==> src/hvn_pkg.sv <==
// shared types and constants of the heightmap vertex normal generator
`default_nettype none
package hvn_pkg;

  localparam int CFG_W      = 11;
  localparam int CFG_IDX_W  = 2;
  localparam int SAMPLE_W   = 8;
  localparam int OUT_POS_W  = 10;
  localparam int NORMAL_W   = 16;
  localparam int MAG_W      = 10;
  localparam int SQ_W       = 20;
  localparam int M_W        = 15;
  localparam int D_W        = 16;
  localparam int DSQ_W      = 32;
  localparam int PROD_W     = 52;
  localparam int BIT_W      = 4;

  localparam logic [CFG_IDX_W-1:0] REG_MAP_WIDTH  = 2'd0;
  localparam logic [CFG_IDX_W-1:0] REG_MAP_HEIGHT = 2'd1;
  localparam logic [CFG_IDX_W-1:0] REG_HEIGHT_DIV = 2'd2;

  localparam logic [CFG_W-1:0]    RESET_WIDTH  = 11'd256;
  localparam logic [CFG_W-1:0]    RESET_HEIGHT = 11'd256;
  localparam logic [SAMPLE_W-1:0] RESET_DIV    = 8'd1;
  localparam logic [SAMPLE_W-1:0] DIV_ZERO_Q   = 8'd255;

  // y weight 40 squared
  localparam logic [SQ_W-1:0]     NY_SQ        = 20'd1600;
  localparam logic [MAG_W-1:0]    NY_MAG       = 10'd40;
  localparam logic [NORMAL_W-1:0] Q15_ONE      = 16'sd32767;
  localparam logic [BIT_W-1:0]    TOP_BIT      = 4'd14;
  localparam logic [1:0]          COMP_X       = 2'd0;
  localparam logic [1:0]          COMP_Y       = 2'd1;
  localparam logic [1:0]          COMP_Z       = 2'd2;
  localparam logic [3:0]          DIV_STEPS    = 4'd8;

  typedef enum logic [6:0] {
    S_IDLE  = 7'b0000001,
    S_PLAN  = 7'b0000010,
    S_READ  = 7'b0000100,
    S_LOAD  = 7'b0001000,
    S_START = 7'b0010000,
    S_NORM  = 7'b0100000,
    S_OUT   = 7'b1000000
  } hvn_state_t;

  typedef struct packed {
    logic accept;
    logic read;
    logic load;
    logic start;
    logic finish;
    logic sel_b;
  } hvn_cmd_t;

  typedef struct packed {
    logic has_a;
    logic has_b;
    logic norm_done;
  } hvn_status_t;

endpackage
`default_nettype wire

==> src/hvn_ctrl.sv <==
// controller state machine sequencing one sample through its results
`default_nettype none
module hvn_ctrl
  import hvn_pkg::*;
(
  input  wire logic        clk,
  input  wire logic        rst_n,
  input  wire logic        in_valid,
  output logic             in_ready,
  output logic             out_valid,
  input  wire logic        out_ready,
  input  wire hvn_status_t status,
  output hvn_cmd_t         cmd
);

  hvn_state_t state_r, state_nxt;
  logic       sel_r, sel_nxt;

  always_ff @(posedge clk) begin
    if (!rst_n) begin
      state_r <= S_IDLE;
      sel_r   <= 1'b0;
    end else begin
      state_r <= state_nxt;
      sel_r   <= sel_nxt;
    end
  end

  always_comb begin
    state_nxt  = state_r;
    sel_nxt    = sel_r;
    cmd        = '0;
    cmd.sel_b  = sel_r;
    in_ready   = 1'b0;
    out_valid  = 1'b0;
    case (state_r)
      S_IDLE: begin
        in_ready = 1'b1;
        if (in_valid) begin
          cmd.accept = 1'b1;
          state_nxt  = S_PLAN;
        end
      end
      S_PLAN: begin
        if (status.has_a) begin
          sel_nxt   = 1'b0;
          state_nxt = S_READ;
        end else if (status.has_b) begin
          sel_nxt   = 1'b1;
          state_nxt = S_READ;
        end else begin
          cmd.finish = 1'b1;
          state_nxt  = S_IDLE;
        end
      end
      S_READ: begin
        cmd.read  = 1'b1;
        state_nxt = S_LOAD;
      end
      S_LOAD: begin
        cmd.load  = 1'b1;
        state_nxt = S_START;
      end
      S_START: begin
        cmd.start = 1'b1;
        state_nxt = S_NORM;
      end
      S_NORM: begin
        if (status.norm_done) state_nxt = S_OUT;
      end
      S_OUT: begin
        out_valid = 1'b1;
        if (out_ready) begin
          if (!sel_r && status.has_b) begin
            sel_nxt   = 1'b1;
            state_nxt = S_READ;
          end else begin
            cmd.finish = 1'b1;
            state_nxt  = S_IDLE;
          end
        end
      end
      default: begin
        state_nxt = S_IDLE;
      end
    endcase
  end

endmodule
`default_nettype wire

==> config.mk <==
export PLATFORM = sky130hd
export DESIGN_NAME = hvn_ctrl
export DESIGN_NICKNAME = d
export VERILOG_FILES = /design/src/hvn_pkg.sv /design/src/hvn_ctrl.sv
export SDC_FILE = /design/constraint.sdc
export NUM_CORES = 1
export LEC_CHECK = 0
export ABC_AREA = 1
export CAP_MARGIN = 20
export CORE_AREA = 2 2 39 41
export CTS_BUF_LIST = sky130_fd_sc_hd__clkbuf_8
export DETAILED_ROUTE_END_ITERATION = 10
export DIE_AREA = 0 0 41 43
export DONT_BUFFER_PORTS = 1
export PLACE_DENSITY = 0.56
export SYNTH_ARGS = -nofsm -noshare
export SYNTH_HDL_FRONTEND = slang
export SYNTH_SLANG_ARGS = --single-unit
==> constraint.sdc <==
create_clock -name clk -period 1.2 [get_ports clk]
set_input_delay 0.18 -clock clk [delete_from_list [all_inputs] [get_ports clk]]
set_output_delay 0.18 -clock clk [all_outputs]
set_load 0.01 [all_outputs]
# Word level (Yosys, flattened, before mapping)
# Index checks and enable logic that the tools add are counted.
# word_totals
register_bits,8
inputBits,7
wordCells,43
# op_classes
eq_ne,12
muxes,24
reduce_logical,5
# ops
operator,count
case mux 7 bit (7 select lines),1
2-to-1 mux 7 bit,4
2-to-1 mux 1 bit,15
inequality test 2 bit (second input constant),4
== test 7 x 1 -> 1 bit (second input constant),1
== test 7 x 2 -> 1 bit (second input constant),1
== test 7 x 3 -> 1 bit (second input constant),1
== test 7 x 4 -> 1 bit (second input constant),1
== test 7 x 5 -> 1 bit (second input constant),1
== test 7 x 6 -> 1 bit (second input constant),1
== test 7 bit (second input constant),1
2-to-1 mux 3 bit,2
case mux 1 bit (2 select lines),2
AND reduction 4 bit,1
inequality test 3 bit (second input constant),1
AND reduction 3 bit,1
nonzero test 2 bit,1
logical AND 1 bit,1
logical NOT 1 bit,1

# Logic depth before layout (Yosys ltp)
# Gate-level depths: netlist of the first run.
# logic_depth
ltp_word,5
mapped_depth,10
depth_no_buf,10

# Worst setup path before layout of the first run
# No wires, ideal clock.
# synth_timing
path_type,register -> output
startpoint,register state_r[0]
endpoint,output cmd[1] (netlist name)
t_arrival_ns,1.004
required_time_ns,1.020
setup_slack_ns,0.016
path_stages_with_launch,6
path_buffers,0
cell_sequence,dfxtp_1 nor2_2 nand2_4 nor2_4 nand2_2 o22ai_1
# synth_lines
element,line,source
start: declaration,hvn_ctrl.sv:16,"hvn_state_t state_r, state_nxt;"
start signal: assignment,hvn_ctrl.sv:24,state_r <= state_nxt;
end: declaration,hvn_ctrl.sv:13,output hvn_cmd_t cmd

==> impl_metrics.json, run 1 <==
{
  "antenna_found_initial": 0,
  "busiest_layer": "met2",
  "die_x_um": 41,
  "via_per_inst": 4.71,
  "max_stage_delay_ps": 400,
  "cts_tree": "yes",
  "overflow": 0,
  "use_met2_pct": 29.7,
  "hp-class": "primary input to flop",
  "syn-num-nets": 101,
  "grt_max_degree": 6,
  "cap_violations": 0,
  "worst_slew_pin_slew_ps": 235,
  "final_nets": 123,
  "crit_family": "flip-flops",
  "drv_slew": 0,
  "dr.pass1.iters": 4,
  "leakagePower_uw": 0.000446,
  "end_kind": "output pin",
  "setup_ws_ps": -138,
  "cts_hold_buffers": 0,
  "finalWirelength_um": 1460,
  "final_common_cell": "nand2_1",
  "hold_viol_final": 0,
  "grt_use_met1_pct": 24.3,
  "yosysUniqueCellTypes": 17,
  "die_h_um": 43,
  "dieArea_mm2": 0.00176,
  "wire_per_inst_um": 11.2,
  "rows": 14,
  "critPathBufInv": 0,
  "layout-drive-gt1-share_pct": 64.9,
  "crit_required_ps": 1020,
  "clock_skew_ps": 0.544,
  "synth_warnings": 0,
  "core_area_mm2": 0.00138,
  "antenna_cells": 0,
  "ir_drop_v": 0.000929,
  "initial_core_util_pct": 41.7,
  "violations": "setup timing",
  "clk_latency_ps": 230,
  "multi_input_area_um2": 433,
  "vias": 612,
  "cp-start-kind": "flop",
  "ys_seq_elements": 8,
  "drtIter0Drc": 7,
  "htree_levels": 1,
  "io_pins": 15,
  "fmax_mhz": 747,
  "yosysSeqAreaShare_pct": 27.8,
  "final_cell_mix": "16 x nand2_1, 12 x inv_1, 12 x buf_4, 11 x nand2_2, 8 x nor2_2",
  "synth_top_area_share_pct": 27.8,
  "area_delta_synth_final_pct": 56.2,
  "crit_chain": "nand3_2 > nor2_4 > nand2_2 > o22ai_4",
  "io_buffer_count": 0,
  "synth_area_um2": 577,
  "grt_pass1_vias": 572,
  "crit_path_top_delay_cell": "dfxtp_2",
  "grt.total_usage_pct": 18.9,
  "drc_errors": 0,
  "rsz0062_at_grt": "yes",
  "yosysTopAreaCell": "dfxtp_1",
  "cts_buffers": 3,
  "cts_buffer_depth": 2,
  "outcome": "finished with violations",
  "nFillCells": 116,
  "fin_area_um2": 901,
  "finalSetupViolations": 13,
  "cts_sinks": 8,
  "path_clk_slew_ps": 40,
  "postSynthCellCount": 94,
  "post_dp_cell_area_um2": 649,
  "path_class": "flop to output pin",
  "clockRootBuffer": "clkbuf_8",
  "yosys-top-cells-area": "dfxtp_1 28%, nand2_1 16%, inv_1 12%",
  "seq_area_um2": 169,
  "detailed_place_hpwl_um": 976,
  "slew_headroom_pct": 84.3,
  "crit_arrival_ps": 1160,
  "place.gp.congestion": 0.826,
  "hold_ws_ps": 65.6,
  "grt_use_met3_pct": 4.71,
  "timing.final.crit_share_pct": 111,
  "grt_pass1_wl_um": 2260,
  "min_period_ps": 1340,
  "power_density_mw_per_mm2": 1860,
  "ant_nets": 0,
  "syn_avg_cell_area_um2": 6.14,
  "worstPathMaxFanout": 4
}
==> metrics by stage <==
| stage | setup WS (ps) | setup TNS, ps | utilization (%) | cells | power [uW] |
|---|---|---|---|---|---|
| after global placement | -63.9 | -151 | 46.9 | 117 | 1030 |
| after detailed placement | -78.4 | -193 | 46.9 | 117 | 1040 |
| after global routing | -194 | -1900 | 65.1 | 130 | 1780 |
| final | -138 | -1150 | 65.1 | 130 | 1680 |
| after floorplan | 16.4 | 0 | - | 94 | 882 |
| after CTS | -148 | -963 | 60.5 | 129 | 1580 |
==> final timing paths <==
check                                             start                 endpoint  slack [ps]  cells after the start
worst max-delay path            state_r[6]$_SDFFE_PN0P_                   cmd[1]        -140                      4
worst min register to register       sel_r$_SDFFE_PN0P_       sel_r$_SDFFE_PN0P_         560                      2
worst max register to register  state_r[5]$_SDFFE_PN0P_  state_r[0]$_SDFFE_PN1P_        -100                     11
worst min-delay path                              rst_n       sel_r$_SDFFE_PN0P_          70                      2
==> routing by layer <==
metal,vias up,routed length [um]
met5,-,0
met4,0,17
met3,2,31
met2,9,776
met1,282,630
li1,319,-
==> power breakdown <==
part           total (uW)  internal (uW)  switching [uW]  leakage, uW
logic                 951            420             531     0.000357
clock network         335            218             117    0.0000216
registers             393            331            62.0    0.0000677
total                1680            969             710     0.000446
==> logic make-up after synthesis <==
family          share of synthesized area [%]
buf+inv                                  14.3
flops                                    27.8
compound gates                           6.07
simple gates                             51.8
==> timing repair <==
action,CTS,global route
endpoints found under the hold margin,0,0
buffers inserted,9,1
endpoints found under the setup margin,10,15
pin swaps,9,10
gates resized for setup,30,18
==> layout make-up <==
| type | instances | share of cell area, % |
|---|---|---|
| timing repair buffer | 18 | 17.5 |
| inverter | 20 | 8.89 |
| clock buffer | 3 | 4.58 |
| sequential | 8 | 18.8 |
| tap | 16 | 2.22 |
| multi-input combinational | 65 | 48.1 |
==> state kept, by name (all words and copies together), names as in the netlist <==
register and count:
sel_r 1, state_r 7
==> cells in the mapped netlist <==
library cell and number:
nor2_1 12, dfxtp_1 8, nand2_4 1, o21ai_2 1, or2_2 1, a21oi_1 4, nand2_1 24, o22ai_1 1
buf_4 1, nor2_2 4, nand2_2 6, inv_1 18, inv_2 2, nand3_1 3, nor2_4 3, nand3_2 2
nor3_1 3
No activity file was read; power rests on OpenSTA's default activity.
==> inputs of run 2 (changes only) <==
- RECOVER_POWER: default -> 25
- SKIP_CTS_REPAIR_TIMING: default -> 1
==> impl_metrics.json, run 2 (synthesized netlist as in run 1, its figures left out) <==
{
  "outcome": "finished with violations",
  "violations": "setup timing",
  "clock_skew_ps": 0.281,
  "hold_depth": 2,
  "htree_levels": 1,
  "ir_drop_v": 0.00104,
  "grt_pass1_vias": 483,
  "vias": 597,
  "reg2regPathDepth": 9,
  "worstPathMaxFanout": 5,
  "end_kind": "output pin",
  "via_per_inst": 4.70,
  "final_nets": 120,
  "cp-start-kind": "flop",
  "final_cell_mix": "17 x nand2_1, 13 x inv_1, 11 x nand2_2, 9 x buf_4, 8 x nor2_2",
  "final_common_cell": "nand2_1",
  "hold_ws_ps": 64.5,
  "finalSetupViolations": 11,
  "rr_startpoint": "state_r[6]$_SDFFE_PN0P_",
  "antenna_cells": 0,
  "initial_core_util_pct": 41.7,
  "regMostFlops": "state_r",
  "whs_endpoint": "sel_r$_SDFFE_PN0P_",
  "drc_errors": 0,
  "power_density_mw_per_mm2": 1960,
  "cts_buffer_depth": 2,
  "rows": 14,
  "die_x_um": 41,
  "worst_slew_pin_slew_ps": 207,
  "grt_pass1_wl_um": 1900,
  "detailed_place_hpwl_um": 976,
  "overflow": 0,
  "seq_area_um2": 166,
  "timing.rr.end": "state_r[0]$_SDFFE_PN1P_",
  "min_period_ps": 1390,
  "crit_required_ps": 1020,
  "clk_latency_ps": 230,
  "drtIter0Drc": 14,
  "leakagePower_uw": 0.000424,
  "cts_buffers": 3,
  "io_pins": 15,
  "slew_headroom_pct": 86.1,
  "fmax_mhz": 718,
  "antenna_found_initial": 0,
  "cts_tree": "yes",
  "grt_max_degree": 6,
  "dieArea_mm2": 0.00176,
  "crit_arrival_ps": 1210,
  "hp-class": "primary input to flop",
  "layout-drive-gt1-share_pct": 57.7,
  "hold_viol_final": 0,
  "finalWirelength_um": 1440,
  "ant_nets": 0,
  "clockRootBuffer": "clkbuf_8",
  "setup_ws_ps": -193,
  "wire_per_inst_um": 11.3,
  "cap_violations": 0,
  "largest_register_ffs": 7,
  "io_buffer_count": 0,
  "dr.pass1.iters": 4,
  "path_clk_slew_ps": 40,
  "pre_cts_ws_ps": -78.4,
  "nFillCells": 134,
  "die_h_um": 43,
  "cts_sinks": 8,
  "worstHoldStart": "rst_n",
  "drv_slew": 0,
  "path_class": "flop to output pin",
  "core_area_mm2": 0.00138,
  "timing.final.crit_share_pct": 116,
  "grt.total_usage_pct": 16.1,
  "area_delta_synth_final_pct": 47.9,
  "multi_input_area_um2": 410,
  "place.gp.congestion": 0.826,
  "reg_top3": "state_r x7, sel_r x1",
  "rrSetupSlack_ps": -120,
  "rsz0062_at_grt": "yes"
}
==> run 2: through the flow <==
| stage | cell area [um2] | power [uW] | cells | util [%] | setup TNS (ps) |
|---|---|---|---|---|---|
| global placement | 649 | 1030 | 117 | 46.9 | -151 |
| detailed placement | 649 | 1040 | 117 | 46.9 | -193 |
| CTS | 691 | 1370 | 120 | 49.9 | -1370 |
| finish | 853 | 1670 | 127 | 61.7 | -1120 |
| floorplan | 577 | 882 | 94 | - | 0 |
| global route | 853 | 1760 | 127 | 61.7 | -1790 |
==> run 2: worst max-delay path: stages (launching register included) <==
cell and delay, ps:
dfxtp_2 390, nand3_1 170, nor2_4 190, nand2_2 110, o22ai_4 130
==> run 2: metal layers <==
metal	vias up	track usage, %	part of all wire (%)
met3	5	4.71	3.3
met4	0	6.00	2.5
met2	16	23.8	51
li1	312	-	-
met1	264	21.4	43
met5	-	0	0
==> run 2: power breakdown <==
part | switching, uW | leakage [uW] | total, uW | internal (uW)
Combinational | 528 | 0.000334 | 955 | 428
Sequential | 58.1 | 0.0000676 | 381 | 323
Clock | 119 | 0.0000216 | 337 | 218
==> run 2: worst max-delay path by stage <==
stage                                  from                 endpoint  slack, ps  cells past startpoint
floorplan           state_r[0]$_SDFFE_PN1P_                   cmd[1]         20                      5
global placement    state_r[4]$_SDFFE_PN0P_  state_r[0]$_SDFFE_PN1P_        -60                     10
detailed placement  state_r[4]$_SDFFE_PN0P_                   cmd[1]        -80                      5
CTS                 state_r[4]$_SDFFE_PN0P_                   cmd[1]       -330                      5
global route        state_r[3]$_SDFFE_PN0P_                   cmd[1]       -230                      5
finish              state_r[6]$_SDFFE_PN0P_                   cmd[1]       -190                      4
==> run 2: area by class of cell <==
class / instances / share of cell area (%)
multi-input combinational: 65 / 48.1
sequential: 8 / 19.5
timing repair buffer: 15 / 15.8
inverter: 20 / 9.38
clock buffer: 3 / 4.84
tap: 16 / 2.35
==> inputs of run 3 (changes only) <==
- MAX_ROUTING_LAYER: default -> met4
==> impl_metrics.json, run 3 (synthesized netlist as in run 1, its figures left out) <==
{
  "timing.rr.end": "state_r[0]$_SDFFE_PN1P_",
  "htree_levels": 1,
  "min_period_ps": 1390,
  "finalSetupViolations": 11,
  "io_pins": 15,
  "grt_pass1_wl_um": 1900,
  "timing.final.crit_share_pct": 116,
  "place.gp.congestion": 0.838,
  "hp-class": "primary input to flop",
  "largest_register_ffs": 7,
  "path_class": "flop to output pin",
  "fin_area_um2": 843,
  "whs_endpoint": "sel_r$_SDFFE_PN0P_",
  "die_h_um": 43,
  "rows": 14,
  "cts_buffer_depth": 2,
  "finalWirelength_um": 1450,
  "wire_per_inst_um": 11.4,
  "clockRootBuffer": "clkbuf_8",
  "area_delta_synth_final_pct": 46.2,
  "clock_skew_ps": 0.555,
  "antenna_cells": 0,
  "violations": "setup timing",
  "ir_drop_v": 0.00103,
  "antenna_found_initial": 0,
  "pre_cts_ws_ps": -78.4,
  "finish.utilization_pct": 60.9,
  "ant_nets": 0,
  "reg2regPathDepth": 9,
  "clk_latency_ps": 230,
  "grt_pass1_vias": 480,
  "core_area_mm2": 0.00138,
  "via_per_inst": 4.60,
  "final_cell_mix": "18 x nand2_1, 13 x inv_1, 10 x nand2_2, 10 x buf_4, 8 x nor2_2",
  "crit_required_ps": 1020,
  "outcome": "finished with violations",
  "cts_tree": "yes",
  "drv_slew": 0,
  "cap_violations": 0,
  "cts_sinks": 8,
  "slew_headroom_pct": 86.1,
  "grt.total_usage_pct": 16.5,
  "detailed_place_hpwl_um": 976,
  "layout-drive-gt1-share_pct": 55.9,
  "regMostFlops": "state_r",
  "dieArea_mm2": 0.00176,
  "initial_core_util_pct": 41.7,
  "nFillCells": 139,
  "power_density_mw_per_mm2": 1970,
  "worst_slew_pin_slew_ps": 207,
  "rrSetupSlack_ps": -130,
  "reg_top3": "state_r x7, sel_r x1",
  "rsz0062_at_grt": "yes",
  "post_dp_cell_area_um2": 649,
  "io_buffer_count": 0,
  "path_clk_slew_ps": 40,
  "end_kind": "output pin",
  "cp-start-kind": "flop",
  "setup_ws_ps": -192,
  "worstPathMaxFanout": 5,
  "hold_viol_final": 0,
  "vias": 584,
  "overflow": 0,
  "drc_errors": 0,
  "final_nets": 120,
  "drtIter0Drc": 13,
  "rr_startpoint": "state_r[6]$_SDFFE_PN0P_",
  "die_x_um": 41,
  "cts_buffers": 3,
  "crit_arrival_ps": 1210,
  "grt_max_degree": 6,
  "fmax_mhz": 719,
  "leakagePower_uw": 0.000420,
  "crit_start": "state_r[6]$_SDFFE_PN0P_",
  "worstHoldStart": "rst_n",
  "dr.pass1.iters": 4,
  "final_common_cell": "nand2_1",
  "hold_depth": 2
}
run 3: cell counts in the layout (fill, tap and decap cells not counted):
No cell type changed its count.
run 3: worst max path at each step:
stage                              end  slack (ps)  cells past startpoint
2_1_floorplan                   cmd[1]          20                      5
3_3_place_gp   state_r[0]$_SDFFE_PN1P_         -60                     10
3_5_place_dp                    cmd[1]         -80                      5
4_1_cts                         cmd[1]        -330                      5
5_1_grt                         cmd[1]        -230                      5
6_report                        cmd[1]        -190                      4
run 3: metrics by stage:
| step | hold WS (ps) | TNS (ps) | power [uW] | cells |
|---|---|---|---|---|
| final | 64.6 | -1120 | 1660 | 127 |
| after global routing | 88.7 | -1810 | 1760 | 127 |
| after CTS | 69.9 | -1370 | 1370 | 120 |
| after detailed placement | 309 | -193 | 1040 | 117 |
| after global placement | 308 | -151 | 1030 | 117 |
| after floorplan | 301 | 0 | 882 | 94 |
run 3: worst max-delay path: stages (launching register included):
cell and delay [ps]:
dfxtp_2 390, nand3_1 170, nor2_4 190, nand2_2 110
o22ai_4 130
run 3: report_power, final:
part	leakage [uW]	total (uW)	switching (uW)	internal, uW
Clock	0.0000216	337	118	218
Sequential	0.0000671	381	58.3	322
Combinational	0.000331	947	521	426
Total	0.000420	1660	698	967
run 3: final cells by class:
class / instances / area (um2) / share of cell area, %
tap: 16 / 20.0 / 2.37
multi-input combinational: 65 / 408 / 48.4
timing repair buffer: 15 / 131 / 15.6
inverter: 20 / 77.6 / 9.20
sequential: 8 / 165 / 19.6
clock buffer: 3 / 41.3 / 4.90
run 3: per-layer routing:
| metal | GRT usage, % | part of all wire, % |
|---|---|---|
| met1 | 21.0 | 43 |
| met2 | 23.8 | 52 |
| met3 | 5.24 | 2.8 |
| met4 | 6.00 | 2.5 |
| met5 | - | 0 |
